==> src/crsf_rcd_pkg.sv <==
// Shared types and constants for the CRSF RC channel decoder.
package crsf_rcd_pkg;

  localparam int unsigned NumReportedDef = 8;
  localparam int unsigned MaxFrameLenDef = 62;

  localparam logic [7:0]  SyncByte = 8'hC8;
  localparam logic [7:0]  RcType   = 8'h16;
  localparam logic [7:0]  MinLen   = 8'd2;
  localparam int unsigned ChBits   = 11;
  localparam int unsigned AccBits  = 18;
  localparam logic [10:0] MidValue = 11'd992;
  localparam int unsigned DbBits   = 13;
  localparam logic [12:0] DbReset  = 13'd1;

  typedef enum logic [2:0] {
    StHunt,
    StLen,
    StBody,
    StScan,
    StEmit
  } state_e;

  typedef struct packed {
    logic start_frame;
    logic body_beat;
    logic walk_clr;
    logic scan_step;
    logic walk_adv;
    logic emit_load;
  } cmd_t;

  typedef struct packed {
    logic is_sync;
    logic len_ok;
    logic frame_end;
    logic rc_ready;
    logic last_walk;
    logic hit_cur;
    logic out_free;
  } sts_t;

endpackage

==> src/crsf_rcd_dp.sv <==
// Datapath: frame counters, bit unpacker, channel stores and result register.
module crsf_rcd_dp #(
  parameter int unsigned NumReported = crsf_rcd_pkg::NumReportedDef,
  parameter int unsigned MaxFrameLen = crsf_rcd_pkg::MaxFrameLenDef
) (
  input  logic                clk_i,
  input  logic                rst_ni,
  input  logic [7:0]          rx_byte_i,
  input  logic                dead_band_we_i,
  input  logic [12:0]         dead_band_i,
  input  logic                res_ready_i,
  input  crsf_rcd_pkg::cmd_t  cmd_i,
  output crsf_rcd_pkg::sts_t  sts_o,
  output logic                res_valid_o,
  output logic [2:0]          channel_o,
  output logic [10:0]         value_o,
  output logic                last_o
);

  localparam int unsigned IdxW = (NumReported > 1) ? $clog2(NumReported) : 1;
  localparam int unsigned CntW = $clog2(NumReported + 1);
  localparam int unsigned AccW = crsf_rcd_pkg::AccBits;
  localparam int unsigned ChW  = crsf_rcd_pkg::ChBits;

  logic [12:0]     dead_band_q;
  logic [5:0]      frame_len_q;
  logic [5:0]      bytes_seen_q;
  logic            is_rc_q;
  logic [AccW-1:0] bit_accum_q;
  logic [4:0]      bits_held_q;
  logic [CntW-1:0] unpack_idx_q;
  logic [IdxW-1:0] walk_q;
  logic [ChW-1:0]  fresh_q    [NumReported];
  logic [ChW-1:0]  reported_q [NumReported];
  logic [NumReported-1:0] hit_q;

  logic            out_valid_q;
  logic [2:0]      out_chan_q;
  logic [ChW-1:0]  out_val_q;
  logic            out_last_q;

  logic [4:0]      held_sum;
  logic [AccW-1:0] acc_or;
  logic            take_payload;
  logic [ChW-1:0]  cur_fresh;
  logic [ChW-1:0]  cur_rep;
  logic [ChW-1:0]  diff;
  logic            hit_now;
  logic            higher_hit;
  logic            out_free;

  assign held_sum     = bits_held_q + 5'd8;
  assign acc_or       = bit_accum_q | (AccW'(rx_byte_i) << bits_held_q[3:0]);
  assign take_payload = cmd_i.body_beat && (bytes_seen_q != 6'd0) &&
                        ({1'b0, bytes_seen_q} + 7'd1 < {1'b0, frame_len_q}) &&
                        is_rc_q && (unpack_idx_q < CntW'(NumReported));

  assign cur_fresh = fresh_q[walk_q];
  assign cur_rep   = reported_q[walk_q];
  assign diff      = (cur_fresh > cur_rep) ? (cur_fresh - cur_rep) : (cur_rep - cur_fresh);
  assign hit_now   = {2'b00, diff} > dead_band_q;

  always_comb begin
    higher_hit = 1'b0;
    for (int j = 0; j < NumReported; j++) begin
      if (IdxW'(j) > walk_q) begin
        higher_hit = higher_hit | hit_q[j];
      end
    end
  end

  assign out_free = !out_valid_q || res_ready_i;

  assign sts_o.is_sync   = (rx_byte_i == crsf_rcd_pkg::SyncByte);
  assign sts_o.len_ok    = (rx_byte_i >= crsf_rcd_pkg::MinLen) &&
                           (rx_byte_i <= 8'(MaxFrameLen));
  assign sts_o.frame_end = ({1'b0, bytes_seen_q} + 7'd1 >= {1'b0, frame_len_q});
  assign sts_o.rc_ready  = is_rc_q && (unpack_idx_q == CntW'(NumReported));
  assign sts_o.last_walk = (walk_q == IdxW'(NumReported - 1));
  assign sts_o.hit_cur   = hit_q[walk_q];
  assign sts_o.out_free  = out_free;

  always_ff @(posedge clk_i or negedge rst_ni) begin
    if (!rst_ni) begin
      dead_band_q <= crsf_rcd_pkg::DbReset;
    end else if (dead_band_we_i) begin
      dead_band_q <= dead_band_i;
    end
  end

  always_ff @(posedge clk_i or negedge rst_ni) begin
    if (!rst_ni) begin
      frame_len_q  <= '0;
      bytes_seen_q <= '0;
      is_rc_q      <= 1'b0;
      bit_accum_q  <= '0;
      bits_held_q  <= '0;
      unpack_idx_q <= '0;
    end else if (cmd_i.start_frame) begin
      frame_len_q  <= rx_byte_i[5:0];
      bytes_seen_q <= '0;
      is_rc_q      <= 1'b0;
      bit_accum_q  <= '0;
      bits_held_q  <= '0;
      unpack_idx_q <= '0;
    end else if (cmd_i.body_beat) begin
      bytes_seen_q <= bytes_seen_q + 6'd1;
      if (bytes_seen_q == 6'd0) begin
        is_rc_q <= (rx_byte_i == crsf_rcd_pkg::RcType);
      end
      if (take_payload) begin
        if (held_sum >= 5'(ChW)) begin
          bit_accum_q  <= acc_or >> ChW;
          bits_held_q  <= held_sum - 5'(ChW);
          unpack_idx_q <= unpack_idx_q + CntW'(1);
        end else begin
          bit_accum_q <= acc_or;
          bits_held_q <= held_sum;
        end
      end
    end
  end

  // unpacked channels, valid only once the frame fills them all
  always_ff @(posedge clk_i) begin
    if (take_payload && (held_sum >= 5'(ChW))) begin
      fresh_q[unpack_idx_q[IdxW-1:0]] <= acc_or[ChW-1:0];
    end
  end

  always_ff @(posedge clk_i or negedge rst_ni) begin
    if (!rst_ni) begin
      for (int k = 0; k < NumReported; k++) begin
        reported_q[k] <= crsf_rcd_pkg::MidValue;
      end
      hit_q <= '0;
    end else if (cmd_i.scan_step) begin
      hit_q[walk_q] <= hit_now;
      if (hit_now) begin
        reported_q[walk_q] <= cur_fresh;
      end
    end
  end

  always_ff @(posedge clk_i or negedge rst_ni) begin
    if (!rst_ni) begin
      walk_q <= '0;
    end else if (cmd_i.walk_clr) begin
      walk_q <= '0;
    end else if (cmd_i.scan_step || cmd_i.walk_adv) begin
      walk_q <= sts_o.last_walk ? '0 : walk_q + IdxW'(1);
    end
  end

  always_ff @(posedge clk_i or negedge rst_ni) begin
    if (!rst_ni) begin
      out_valid_q <= 1'b0;
    end else if (cmd_i.emit_load) begin
      out_valid_q <= 1'b1;
    end else if (res_ready_i) begin
      out_valid_q <= 1'b0;
    end
  end

  always_ff @(posedge clk_i) begin
    if (cmd_i.emit_load) begin
      out_chan_q <= 3'(walk_q);
      out_val_q  <= cur_fresh;
      out_last_q <= !higher_hit;
    end
  end

  assign res_valid_o = out_valid_q;
  assign channel_o   = out_chan_q;
  assign value_o     = out_val_q;
  assign last_o      = out_last_q;

endmodule

==> src/crsf_rcd_ctrl.sv <==
// Controller: frame sequencing, change scan and report emission.
module crsf_rcd_ctrl (
  input  logic               clk_i,
  input  logic               rst_ni,
  input  logic               rx_valid_i,
  output logic               rx_ready_o,
  input  crsf_rcd_pkg::sts_t sts_i,
  output crsf_rcd_pkg::cmd_t cmd_o
);

  crsf_rcd_pkg::state_e state_q, state_d;
  logic beat;

  always_ff @(posedge clk_i or negedge rst_ni) begin
    if (!rst_ni) begin
      state_q <= crsf_rcd_pkg::StHunt;
    end else begin
      state_q <= state_d;
    end
  end

  always_comb begin
    state_d    = state_q;
    cmd_o      = '0;
    rx_ready_o = 1'b0;
    beat       = 1'b0;
    case (state_q)
      crsf_rcd_pkg::StHunt: begin
        rx_ready_o = 1'b1;
        beat       = rx_valid_i;
        if (beat && sts_i.is_sync) begin
          state_d = crsf_rcd_pkg::StLen;
        end
      end
      crsf_rcd_pkg::StLen: begin
        rx_ready_o = 1'b1;
        beat       = rx_valid_i;
        if (beat) begin
          if (sts_i.len_ok) begin
            cmd_o.start_frame = 1'b1;
            state_d           = crsf_rcd_pkg::StBody;
          end else begin
            state_d = crsf_rcd_pkg::StHunt;
          end
        end
      end
      crsf_rcd_pkg::StBody: begin
        rx_ready_o      = 1'b1;
        beat            = rx_valid_i;
        cmd_o.body_beat = beat;
        if (beat && sts_i.frame_end) begin
          if (sts_i.rc_ready) begin
            cmd_o.walk_clr = 1'b1;
            state_d        = crsf_rcd_pkg::StScan;
          end else begin
            state_d = crsf_rcd_pkg::StHunt;
          end
        end
      end
      crsf_rcd_pkg::StScan: begin
        cmd_o.scan_step = 1'b1;
        if (sts_i.last_walk) begin
          state_d = crsf_rcd_pkg::StEmit;
        end
      end
      crsf_rcd_pkg::StEmit: begin
        if (!sts_i.hit_cur) begin
          cmd_o.walk_adv = 1'b1;
        end else if (sts_i.out_free) begin
          cmd_o.walk_adv  = 1'b1;
          cmd_o.emit_load = 1'b1;
        end
        if (cmd_o.walk_adv && sts_i.last_walk) begin
          state_d = crsf_rcd_pkg::StHunt;
        end
      end
      default: begin
        state_d = crsf_rcd_pkg::StHunt;
      end
    endcase
  end

endmodule

==> src/crsf_rc_channel_decoder.sv <==
// Top level of the CRSF RC channel decoder.
//
//   channel  | direction | handshake             | payload
//   rx       | in        | rx_valid_i/rx_ready_o | rx_byte_i
//   res      | out       | res_valid_o/res_ready_i | channel_o, value_o, last_o
//   dead_band| in        | dead_band_we_i        | dead_band_i
//
// One byte per cycle is taken while a frame is being received.
// After the last byte of a full RC frame the channel store is scanned, one
// channel a cycle, then walked again to emit a report for each channel that
// moved beyond the dead band; the walk waits while a report is not yet taken.
// Input is not taken during scan and emission. Reset clears all control
// state and sets every reported value to mid-range.
module crsf_rc_channel_decoder #(
  parameter int unsigned NumReported = crsf_rcd_pkg::NumReportedDef,
  parameter int unsigned MaxFrameLen = crsf_rcd_pkg::MaxFrameLenDef
) (
  input  logic        clk_i,
  input  logic        rst_ni,
  input  logic        rx_valid_i,
  output logic        rx_ready_o,
  input  logic [7:0]  rx_byte_i,
  input  logic        dead_band_we_i,
  input  logic [12:0] dead_band_i,
  output logic        res_valid_o,
  input  logic        res_ready_i,
  output logic [2:0]  channel_o,
  output logic [10:0] value_o,
  output logic        last_o
);

  crsf_rcd_pkg::cmd_t cmd;
  crsf_rcd_pkg::sts_t sts;

  crsf_rcd_ctrl u_ctrl (
    .clk_i      (clk_i),
    .rst_ni     (rst_ni),
    .rx_valid_i (rx_valid_i),
    .rx_ready_o (rx_ready_o),
    .sts_i      (sts),
    .cmd_o      (cmd)
  );

  crsf_rcd_dp #(
    .NumReported (NumReported),
    .MaxFrameLen (MaxFrameLen)
  ) u_dp (
    .clk_i          (clk_i),
    .rst_ni         (rst_ni),
    .rx_byte_i      (rx_byte_i),
    .dead_band_we_i (dead_band_we_i),
    .dead_band_i    (dead_band_i),
    .res_ready_i    (res_ready_i),
    .cmd_i          (cmd),
    .sts_o          (sts),
    .res_valid_o    (res_valid_o),
    .channel_o      (channel_o),
    .value_o        (value_o),
    .last_o         (last_o)
  );

endmodule
==> config.mk <==
export PLATFORM = sky130hd
export DESIGN_NAME = crsf_rc_channel_decoder
export DESIGN_NICKNAME = d
export VERILOG_FILES = /design/src/crsf_rcd_pkg.sv /design/src/crsf_rcd_dp.sv /design/src/crsf_rcd_ctrl.sv /design/src/crsf_rc_channel_decoder.sv
export SDC_FILE = /design/constraint.sdc
export NUM_CORES = 1
export LEC_CHECK = 0
export BUFFER_PORTS_ARGS = -buffer_cell sky130_fd_sc_hd__buf_2
export CORE_UTILIZATION = 45
export DETAILED_ROUTE_END_ITERATION = 7
export PLACE_DENSITY = 0.58
export SLEW_MARGIN = 20
export SYNTH_ARGS = -nofsm -noshare
export SYNTH_HDL_FRONTEND = slang
export SYNTH_SLANG_ARGS = --single-unit
==> constraint.sdc <==
create_clock -name clk_i -period 10.9 [get_ports clk_i]
set_clock_uncertainty 0.05 [all_clocks]
set_input_delay 2.18 -clock clk_i [delete_from_list [all_inputs] [get_ports clk_i]]
set_output_delay 2.18 -clock clk_i [all_outputs]
set_load 0.02 [all_outputs]
==> key figures, run 1 <==
Synthesis
  – Xor/xnor cell area share of the yosys netlist: 0.391%
  – Seq cells post-synth: 259
  – Dominant synthesized flop cell: dfrtp_1
  – Post-synth EDFFs: 103
  – Ranking of synthesized cells by area: edfxtp_1 (23%), dfrtp_1 (21%), dfstp_2 (8.0%), ha_1 (4.4%), nand2_1 (4.2%)
  – Compound-gate portion of the synthesized area: 17.2%
  – Simple-Gate Fraction of Synth Area: 13.1%
  – Mapped Cells: 1233
  – Top-count cell post-synth: nand2_1
  – Share of flip-flops with an asynchronous set or reset: 60.2%
  – Synthesized area per cell: 10.9 um2
  – Post-synthesis adder-cell area fraction: 4.67%
  – Post-synth top cells: nand2_1 (150), dfrtp_1 (115), edfxtp_1 (103)
  – Area share of the largest cell type after synthesis: 23.0%
  – Sequential fraction of the synthesis area: 52.4%
  – Syn_nets: 1308
  – Ys Warns: 0
  – Multiplexer share of the synthesized area: 7.91%
  – Mapped cell area: 13400 um2
  – Yosys top cell by area: edfxtp_1
  – Distinct cells, synth: 88
  – Largest family of logic cells by synthesized area: compound AO/OA/AOI/OAI gates

CTS
  – Setup Fix Bufs, Post-CTS: 0
  – Cts repair resizes: 0
  – Total CTS buffers: 29
  – CTS tree: done
  – CTS Root Cell: clkbuf_16
  – Worst-skew pair later-pin latency: 560 ps
  – # H-tree levels: 1
  – Hold Buf Count CTS: 0
  – Clock Path Buffers: 3
  – Clock-pin slew on the worst setup and hold paths: 60 ps
  – Sinks on Clock Net: 259

Finish
  – Area Overhead vs Synth: 11.6%
  – Fillers: 2639
  – Nets@finish: 1339
  – Share of cells above drive strength 1: 19.9%
  – Antenna Cells: 0

Detailed routing
  – WL per Instance: 20.7 um
  – Average vias per placed instance: 5.75
  – DRT iter0 DRCs: 757
  – Via count: 9616
  – First drt pass iteration count: 5
  – Post-route ant nets: 0
  – Final wirelength: 34600 um
  – # DRC: 0

Place
  – Placer congestion estimate: 0.924
  – I/O Buffers: 42
  – Dpl hpwl: 23500 um
  – Pre-CTS setup slack: 3650 ps

Global routing
  – GR Overflow Total: 0
  – First-pass GRT wire length: 55300 um
  – Gr usage total: 23.2%
  – Vias in the first global route: 9388
  – Initial antenna violation count: 0
  – Largest net degree at the start of global routing: 91

Worst setup path
  – CP startpoint kind: register
  – Most common cell on crit path: a21oi_1
  – Crit-path leading delay family: simple AND/OR/NAND/NOR gates
  – CP Launch Point: u_dp.walk_q[0]
  – Worst setup EP type: register
  – Worst Path Buf+Inv: 1
  – CP max-delay cell: dfrtp_4
  – Critical path fanouts, max: 45
  – Critical Path AT: 7600 ps
  – WS Path Type: reg2reg
  – Crit-path cells: buf_4, nor2b_1, a22o_1, a22oi_1, o21ai_1, a31oi_2, ha_1, nand4_2, or4_4, nand3_2, a21oi_1, or4_1, o211ai_1, ha_1, a21oi_1, nor3_1, nor2_1, a21oi_1, nand3_1, mux2_1
  – Worst flop-to-flop path startpoint: u_dp.walk_q[0]
  – Required time worst endpoint: 11280 ps
  – Max incr delay on CP: 690 ps

Power
  – Clock share of power: 20.1%
  – Net load switching power: 0.00212 W
  – Static leakage: 6.18 nW
  – Pwr/cell area: 329 nW/um2
  – Comb pwr share: 50.3%
  – P_int: 0.00281 W
  – Seq pwr share: 29.6%
  – Maximum vdd drop: 145 uV
  – Switching Share: 43.0%

Timing
  – Max-slew headroom: 36.4%
  – Worst-Margin Slew: 954 ps
  – Final Hold Viols: 0
  – Setup_tns: 0 ps
  – Slew Limit Fails: 0
  – Final Cycle Share: 66.3%
  – Setup Viol. Count Final: 0
  – Final min period: 7220 ps
  – RSZ-0062 raised after global routing: false
  – Fmax: 0.138 GHz
  – Setup ws final: 3680 ps

Floorplanning
  – Die area: 30600 um2
  – Core footprint: 29000 um2
  – Ports: 43
  – FP Rows: 62
  – Die X: 175 um
  – Starting Density: 46.3%
  – Die H: 175 um

Min path
  – Worst min-delay path category: reg2reg
  – Hold path startpoint: u_dp.reported_q[28]

Job
  – Max_cap viols: 0

Run status
  – Status: completed
-- flip-flops by register name (all words and copies together), names as in the netlist, 3 cells and up --
name / cells
u_dp.channel_o: 3
u_ctrl.state_q: 3
u_dp.walk_q: 3
u_dp.value_o: 11
u_dp.unpack_idx_q: 4
u_dp.bit_accum_q: 18
u_dp.bits_held_q: 5
u_dp.dead_band_q: 13
u_dp.frame_len_q: 6
u_dp.fresh_q: 88
u_dp.bytes_seen_q: 6
u_dp.hit_q: 8
u_dp.reported_q: 88
-- cell type report --
class | count | area (um2) | area share, %
clock buffer | 42 | 825 | 5.49
clock inverter | 12 | 149 | 0.992
inverter | 64 | 240 | 1.60
multi-input combinational | 846 | 5880 | 39.2
sequential | 259 | 7050 | 47.0
tap | 384 | 480 | 3.20
timing repair buffer | 64 | 382 | 2.54
-- tightest hold or removal path, stage by stage, from the launching register on --
cell	delay, ps
dfstp_2	360
nand2_1	40
o21ai_1	50
-- layout by cell type, fill, tap and decap left out, types with 11 or more instances in the layout --
master and count:
nor2b_1 17, a21oi_1 79, dfrtp_1 112, clkbuf_16 29, nor3_1 16, nand3_1 19, o31ai_1 11, nand2_1 150
mux4_2 20, ha_1 47, o21ai_1 14, and2_1 11, inv_2 11, a21o_1 18, a22o_1 17, o21ai_0 89
a22oi_1 17, mux2_2 20, nor2_1 91, dfstp_2 41, mux2i_1 29, buf_2 41, edfxtp_1 103, inv_1 53
buf_4 22, a211oi_1 13
-- power by group through the flow --
stage | registers, W | logic, W | clock network (W)
after floorplan | 0.00138 | 0.00191 | 0
after global placement | 0.00147 | 0.00245 | 0
after detailed placement | 0.00148 | 0.00245 | 0
after CTS | 0.00146 | 0.00247 | 0.00101
after global routing | 0.00149 | 0.00276 | 0.00105
final | 0.00146 | 0.00248 | 0.000989
-- stage by stage --
stage          hold slack, ps  util (%)  std cells  power, W  instance area, um2
2_1_floorplan             389         -       1233   0.00329               13400
3_3_place_gp              400      48.3       1617   0.00392               14000
3_5_place_dp              404      48.3       1617   0.00393               14000
4_1_cts                   413      51.7       1671   0.00494               15000
5_1_grt                   426      51.7       1671   0.00530               15000
6_report                  413      51.7       1671   0.00493               15000
-- routing by layer --
layer,GRT usage (%),up-vias,part of all wire (%)
li1,-,4559,-
met1,35.0,4779,49
met2,35.7,236,45
met3,3.00,42,4.6
met4,5.07,0,1.8
met5,0,-,0
-- path summary, 6_finish.rpt --
path,to,slack [ps],depth (start not counted)
worst max-delay path,u_dp.reported_q[36],3680,20
worst min-delay path,u_dp.reported_q[28],410,2
worst max register to register,u_dp.reported_q[36],3680,20
worst min register to register,u_dp.reported_q[28],410,2
max in group asynchronous,u_dp.reported_q[35],7720,2
min in group asynchronous,u_dp.frame_len_q[4],1670,1
-- logic make-up after synthesis --
kind of cell    Yosys count
simple gates            375
compound gates          339
flops                   259
buf+inv                 128
mux                      77
fa+ha+maj                49
xor+xnor                  6
Note: power is estimated with default switching activity, not from simulation.
==> run 2, diff against run 1 <==
==> constraint.sdc (replaced) <==
create_clock -name clk_i -period 7.4 [get_ports clk_i]
set_clock_uncertainty 0.05 [all_clocks]
set_input_delay 1.48 -clock clk_i [delete_from_list [all_inputs] [get_ports clk_i]]
set_output_delay 1.48 -clock clk_i [all_outputs]
set_load 0.02 [all_outputs]
==> run 2 against run 1 <==
Effect of this change:
- sequential cell count is the same
- die area stayed put
- global-route usage rose by 0.29 points
- clock-buffer cell count shrank 6
- clock power rose by 40%
- via count up 0.50%
- largest cell class unchanged
- combinational power up 50%
==> key figures, run 2 (same netlist as run 1, synthesis figures left out) <==
Power
  – Static leakage: 6.21 nW (+0.55%)
  – Clock share of power: 19.0% (-1.1 points)
  – Net load switching power: 0.00316 W (+49%)
  – Switching Share: 43.4% (+0.42 points)
  – Comb pwr share: 51.0% (+0.7 points)
  – P_int: 0.00411 W (+46%)
  – Pwr/cell area: 483 nW/um2 (+47%)
  – Seq pwr share: 30.0% (+0.4 points)
  – Maximum vdd drop: 210 uV (+45%)

CTS
  – # H-tree levels: 1 (unchanged)
  – Clock Path Buffers: 3 (unchanged)
  – Cts repair resizes: 0 (unchanged)
  – Worst-skew pair later-pin latency: 550 ps (about the same)
  – Clock-pin slew on the worst setup and hold paths: 60 ps (about the same)
  – Sinks on Clock Net: 259 (unchanged)
  – CTS tree: done
  – Hold Buf Count CTS: 0 (unchanged)
  – Setup Fix Bufs, Post-CTS: 0 (unchanged)
  – CTS Root Cell: clkbuf_16
  – Total CTS buffers: 28 (-3.4%)

Worst setup path
  – Required time worst endpoint: 7820 ps (-3460 ps)
  – Worst Path Buf+Inv: 2 (+1)
  – Max incr delay on CP: 760 ps (+70 ps)
  – WS Path Type: reg2reg
  – R2R Setup Slk: 920 ps (-2750 ps)
  – CP startpoint kind: register
  – Critical Path AT: 6890 ps (-710 ps)
  – Worst setup EP type: register
  – Critical path fanouts, max: 23 (-49%)
  – CP max-delay cell: dfrtp_2
  – Crit-path cells: buf_4, nor2_1, a22o_1, a22oi_1, o21ai_1, a31oi_2, ha_1, nand4_2, or4_4, nand3_2, a21oi_1, or4_1, o211ai_1, ha_1, a21oi_1, nor3_1, nor2_1, a2111oi_4, buf_4, nor2_1, a21oi_1
  – Crit-path leading delay family: simple AND/OR/NAND/NOR gates

Global routing
  – Vias in the first global route: 9531 (+1.5%)
  – First-pass GRT wire length: 55800 um (+0.93%)
  – GR Overflow Total: 0 (unchanged)
  – Initial antenna violation count: 1 (+1)
  – Largest net degree at the start of global routing: 93 (+2.2%)
  – Gr usage total: 23.5% (+0.29 points)

Finish
  – Most frequent cells in the layout: nand2_1 (150), dfrtp_1 (112), edfxtp_1 (103)
  – Post-Layout Cell Count: 1682 (+0.66%)
  – Final Cell Area: 15000 um2 (+0.23%)
  – Most common cell after layout, fill and taps aside: nand2_1
  – Core Util, Final: 51.8% (+0.12 points)
  – Area Overhead vs Synth: 11.9%
  – Share of cells above drive strength 1: 20.7% (+0.83 points)
  – Antenna Cells: 0 (unchanged)
  – Nets@finish: 1352 (+0.97%)

Timing
  – Final Cycle Share: 87.5% (+21 points)
  – Max-slew headroom: 32.1% (-4.3 points)
  – Setup_tns: 0 ps (unchanged)
  – Worst-Margin Slew: 1020 ps (+64.3 ps)
  – RSZ-0062 raised after global routing: false
  – Setup Viol. Count Final: 0 (unchanged)
  – Final Hold Viols: 0 (unchanged)
  – Slew Limit Fails: 0 (unchanged)
  – Hold Slack: 413 ps (-0.00500 ps)
  – Fmax: 0.154 GHz (+12%)
  – Final min period: 6480 ps (-748 ps)

Job
  – Max_cap viols: 0 (unchanged)

Detailed routing
  – First drt pass iteration count: 7 (+2)
  – Post-route ant nets: 0 (unchanged)
  – Average vias per placed instance: 5.75 (-0.16%)
  – Final wirelength: 35100 um (+1.3%)
  – # DRC: 0 (unchanged)
  – WL per Instance: 20.9 um (+0.69%)
  – Via count: 9664 (+0.50%)
  – DRT iter0 DRCs: 723 (-4.5%)

Floorplanning
  – Ports: 43 (unchanged)
  – Die area: 30600 um2 (unchanged)
  – Core footprint: 29000 um2 (unchanged)
  – FP Rows: 62 (unchanged)
  – Starting Density: 46.3% (unchanged)
  – Die H: 175 um (unchanged)
  – Die X: 175 um (unchanged)

Run status
  – Status: completed

Place
  – Placed cell area: 14100 um2 (+0.79%)
  – Dpl hpwl: 24300 um (+3.4%)
  – I/O Buffers: 42 (unchanged)
  – Placer congestion estimate: 0.893 (-3.3%)
  – Placed cell count: 1631 (+0.87%)

Min path
  – Worst min-delay path category: reg2reg
-- run 2: cell count changes in the layout (fill, tap and decap cells not counted), moves of 3 or more --
cell	previous run	this run
buf_4	22	36
clkbuf_8	5	2
clkinv_2	5	8
clkbuf_1	8	5
-- run 2: worst min-delay path: stages (launching register included) --
cell and delay, ps:
dfstp_2 360, nand2_1 40, o21ai_1 50
-- run 2: area by class of cell --
class	instances	area, um2
clock buffers	36	772
clock inverters	15	135
fillers	2621	14000
inverters	64	240
multi-input cells	846	5870
flip-flops and latches	259	7050
well taps	384	480
repair buffers	78	487
-- run 2: power groups by stage --
stage | clock, W | sequential, W | combinational (W)
2_1_floorplan | 0 | 0.00203 | 0.00281
3_3_place_gp | 0 | 0.00219 | 0.00366
3_5_place_dp | 0 | 0.00220 | 0.00367
4_1_cts | 0.00141 | 0.00217 | 0.00369
5_1_grt | 0.00146 | 0.00222 | 0.00411
6_report | 0.00138 | 0.00218 | 0.00371
-- run 2: layer usage --
metal	up-vias	wire length (um)	GRT usage, %
li1	4578	-	-
met1	4796	16700	34.7
met2	235	15900	36.1
met3	53	1670	3.52
met4	2	843	6.34
met5	-	13	0
-- run 2: metrics by stage --
| stage | setup WS (ps) | power [W] |
|---|---|---|
| 2_1_floorplan | 2080 | 0.00485 |
| 3_3_place_gp | 1050 | 0.00585 |
| 3_5_place_dp | 999 | 0.00587 |
| 4_1_cts | 954 | 0.00727 |
| 5_1_grt | 517 | 0.00780 |
| 6_report | 924 | 0.00727 |
-- run 2: final timing paths --
check | start | to | cells past startpoint
max in group asynchronous | rst_ni | u_dp.walk_q[2] | 2
worst min-delay path | u_dp.reported_q[30] | u_dp.reported_q[30] | 2
worst max register to register | u_dp.walk_q[2] | u_dp.reported_q[73] | 21
worst max-delay path | u_dp.walk_q[2] | u_dp.reported_q[73] | 21
min in group asynchronous | rst_ni | u_dp.bytes_seen_q[5] | 1
worst min register to register | u_dp.reported_q[30] | u_dp.reported_q[30] | 2
==> run 3, diff against run 2 <==
--- a/config.mk
+++ b/config.mk
@@ -12,4 +12,5 @@
 export SLEW_MARGIN = 20
 export SYNTH_ARGS = -nofsm -noshare
 export SYNTH_HDL_FRONTEND = slang
+export SYNTH_HIERARCHICAL = 1
 export SYNTH_SLANG_ARGS = --single-unit
==> run 3 against run 2 <==
Effect of this change:
- non-clock buffer count up 15
- final area up 2.8%
- clock power up 6%
- power down 27%
- area after synthesis up 1.5%
- fmax down 2.8%
- setup slack worse by 190 ps
- sequential cell count unchanged
- die area up 1.5%
- critical path depth down 1
- critical path type unchanged
- critical endpoint is now u_dp/reported_q[69]
==> key figures, run 3 <==
Timing
  – Slew Limit Fails: 0 (unchanged)
  – Setup Viol. Count Final: 0 (unchanged)
  – Hold Slack: 437 ps (+24.1 ps)
  – Fmax: 0.150 GHz (-2.8%)
  – Final Hold Viols: 0 (unchanged)
  – Setup_tns: 0 ps (unchanged)
  – Setup ws final: 737 ps (-187 ps)
  – Final min period: 6660 ps (+187 ps)
  – Max-slew headroom: 33.8% (+1.8 points)
  – RSZ-0062 raised after global routing: false
  – Final Cycle Share: 90.0% (+2.5 points)
  – Worst-Margin Slew: 992 ps (-26.4 ps)

Synthesis
  – Distinct cells, synth: 76 (-14%)
  – Synthesized area per cell: 11.7 um2 (+7.4%)
  – Simple-Gate Fraction of Synth Area: 10.9% (-2.3 points)
  – Mapped cell area: 13600 um2 (+1.5%)
  – Share of flip-flops with an asynchronous set or reset: 60.2% (unchanged)
  – Post-synth top cells: dfrtp_1 (115), mux2_2 (114), nand2_1 (106)
  – Compound-gate portion of the synthesized area: 12.6% (-4.6 points)
  – Sequential fraction of the synthesis area: 51.7% (-0.76 points)
  – Ranking of synthesized cells by area: edfxtp_1 (23%), dfrtp_1 (21%), mux2_2 (9.4%), dfstp_2 (7.9%), ha_1 (4.4%)
  – Post-synthesis adder-cell area fraction: 4.70% (+0.024 points)
  – Post-synth EDFFs: 103 (unchanged)
  – Top-count cell post-synth: dfrtp_1
  – Ys Warns: 6 (+6)
  – Area share of the largest cell type after synthesis: 22.7% (-0.34 points)
  – Xor/xnor cell area share of the yosys netlist: 0.835% (+0.44 points)
  – Dominant synthesized flop cell: dfrtp_1
  – Yosys top cell by area: edfxtp_1
  – Mapped Cells: 1165 (-5.5%)
  – Largest family of logic cells by synthesized area: multiplexers
  – Multiplexer share of the synthesized area: 15.2% (+7.3 points)
  – Seq cells post-synth: 259 (unchanged)
  – Syn_nets: 1241 (-5.1%)

Worst setup path
  – Worst setup EP type: register
  – Crit-path cells: inv_1, nor2_1, a22oi_1, o221ai_1, ha_1, inv_1, fa_1, a21o_1, a221oi_1, o22ai_1, o21ai_0, nor3_1, a2111oi_0, ha_1, nand4_1, o21ai_0, o22ai_2, a2111oi_4, buf_4, mux2_2
  – Max incr delay on CP: 800 ps (+40 ps)
  – CP max-delay cell: o221ai_1
  – Critical path fanouts, max: 11 (-52%)
  – CP startpoint kind: register
  – Worst Path Buf+Inv: 3 (+1)
  – Crit-path leading delay family: compound AO/OA/AOI/OAI gates
  – Required time worst endpoint: 7780 ps (-40 ps)
  – Critical Path AT: 7050 ps (+160 ps)
  – WS Path Type: reg2reg

Run status
  – Status: completed

Global routing
  – Initial antenna violation count: 0 (-1)
  – Largest net degree at the start of global routing: 98 (+5.4%)
  – GR Overflow Total: 0 (unchanged)
  – Vias in the first global route: 9234 (-3.1%)
  – First-pass GRT wire length: 55200 um (-1.2%)
  – Gr usage total: 23.2% (-0.30 points)

Finish
  – Nets@finish: 1295 (-4.2%)
  – Share of cells above drive strength 1: 27.9% (+7.2 points)
  – Most common cell after layout, fill and taps aside: mux2_2
  – Area Overhead vs Synth: 13.3%
  – Most frequent cells in the layout: mux2_2 (114), dfrtp_1 (112), nand2_1 (106)
  – Fillers: 2577 (-1.7%)
  – Multi-input logic area: 6090 um2 (+3.7%)
  – Antenna Cells: 0 (unchanged)
  – Register area: 7050 um2 (about the same)
  – Post-Layout Cell Count: 1632 (-3.0%)

Power
  – Static leakage: 6.34 nW (+2.1%)
  – PnR Total Power: 0.00533 W (-27%)
  – Maximum vdd drop: 212 uV (+1.1%)
  – Pwr/cell area: 344 nW/um2 (-29%)

Detailed routing
  – Average vias per placed instance: 5.75 (about the same)
  – Final wirelength: 35200 um (+0.32%)
  – Post-route ant nets: 0 (unchanged)
  – Via count: 9380 (-2.9%)
  – DRT iter0 DRCs: 795 (+10%)
  – # DRC: 0 (unchanged)
  – WL per Instance: 21.6 um (+3.4%)
  – First drt pass iteration count: 5 (-2)

Floorplanning
  – Core footprint: 29700 um2 (+2.4%)
  – Die X: 176 um (+0.73%)
  – Die area: 31000 um2 (+1.5%)
  – FP Rows: 63 (+1.6%)
  – Ports: 43 (unchanged)
  – Die H: 176 um (+0.73%)
  – Starting Density: 45.9% (-0.43 points)

CTS
  – Worst-skew pair later-pin latency: 550 ps (about the same)
  – Sinks on Clock Net: 259 (unchanged)
  – Total CTS buffers: 29 (+3.6%)
  – Clock Path Buffers: 3 (unchanged)
  – Setup Fix Bufs, Post-CTS: 0 (unchanged)
  – Hold Buf Count CTS: 0 (unchanged)
  – # H-tree levels: 1 (unchanged)
  – CTS Root Cell: clkbuf_16
  – CTS tree: done
  – Clock-pin slew on the worst setup and hold paths: 60 ps (about the same)
  – Cts repair resizes: 0 (unchanged)

Place
  – Placer congestion estimate: 0.938 (+4.9%)
  – Dpl hpwl: 24200 um (-0.53%)
  – I/O Buffers: 42 (unchanged)
  – Placed cell count: 1578 (-3.2%)
  – Pre-CTS setup slack: 676 ps (-322 ps)

Job
  – Max_cap viols: 0 (unchanged)

Min path
  – Worst min-delay path category: reg2reg
## run 3: cells by family (layout without fill, tap and decap cells)
kind of cell	Yosys count	count (layout)
fa+ha+maj	50	50
xor+xnor	13	13
flops	259	259
mux	171	171
buf+inv	129	206
compound gates	235	235
simple gates	308	308
## run 3: power by group
part	total [W]	leakage, nW	switching [W]	internal [W]
Clock	0.00146	0.474	0.000583	0.000873
Sequential	0.00176	2.90	0.000112	0.00165
Combinational	0.00211	2.97	0.00134	0.000765
Total	0.00533	6.34	0.00204	0.00329
## run 3: final cells by class
type | count | share of cell area (%)
timing repair buffer | 93 | 4.04
clock inverter | 13 | 0.826
sequential | 259 | 45.6
multi-input combinational | 777 | 39.4
clock buffer | 41 | 5.52
inverter | 59 | 1.43
tap | 390 | 3.16
## run 3: path summary, 6_finish.rpt
kind	startpoint	to	slack (ps)	cells past startpoint
setup / recovery	u_dp/walk_q[2]	u_dp/reported_q[69]	740	20
hold / removal	u_dp/reported_q[70]	u_dp/reported_q[70]	440	1
setup reg to reg	u_dp/walk_q[2]	u_dp/reported_q[69]	740	20
hold reg to reg	u_dp/reported_q[70]	u_dp/reported_q[70]	440	1
max in group asynchronous	rst_ni	u_dp/reported_q[13]	5010	2
min in group asynchronous	rst_ni	u_dp/bytes_seen_q[0]	970	1
## run 3: stage by stage
step / utilization (%) / area (um2)
2_1_floorplan: - / 13600
5_1_grt: 52.0 / 15500
3_5_place_dp: 48.7 / 14500
6_report: 52.0 / 15500
3_3_place_gp: 48.7 / 14500
4_1_cts: 52.0 / 15500
## run 3: per-layer routing
layer	share of wire [%]	vias to the layer above	wire length (um)	GRT usage, %
li1	-	4402	-	-
met1	48	4691	16800	34.1
met2	45	237	16000	36.5
met3	4.8	50	1680	2.95
met4	2.1	0	731	5.33
met5	0	-	0	0
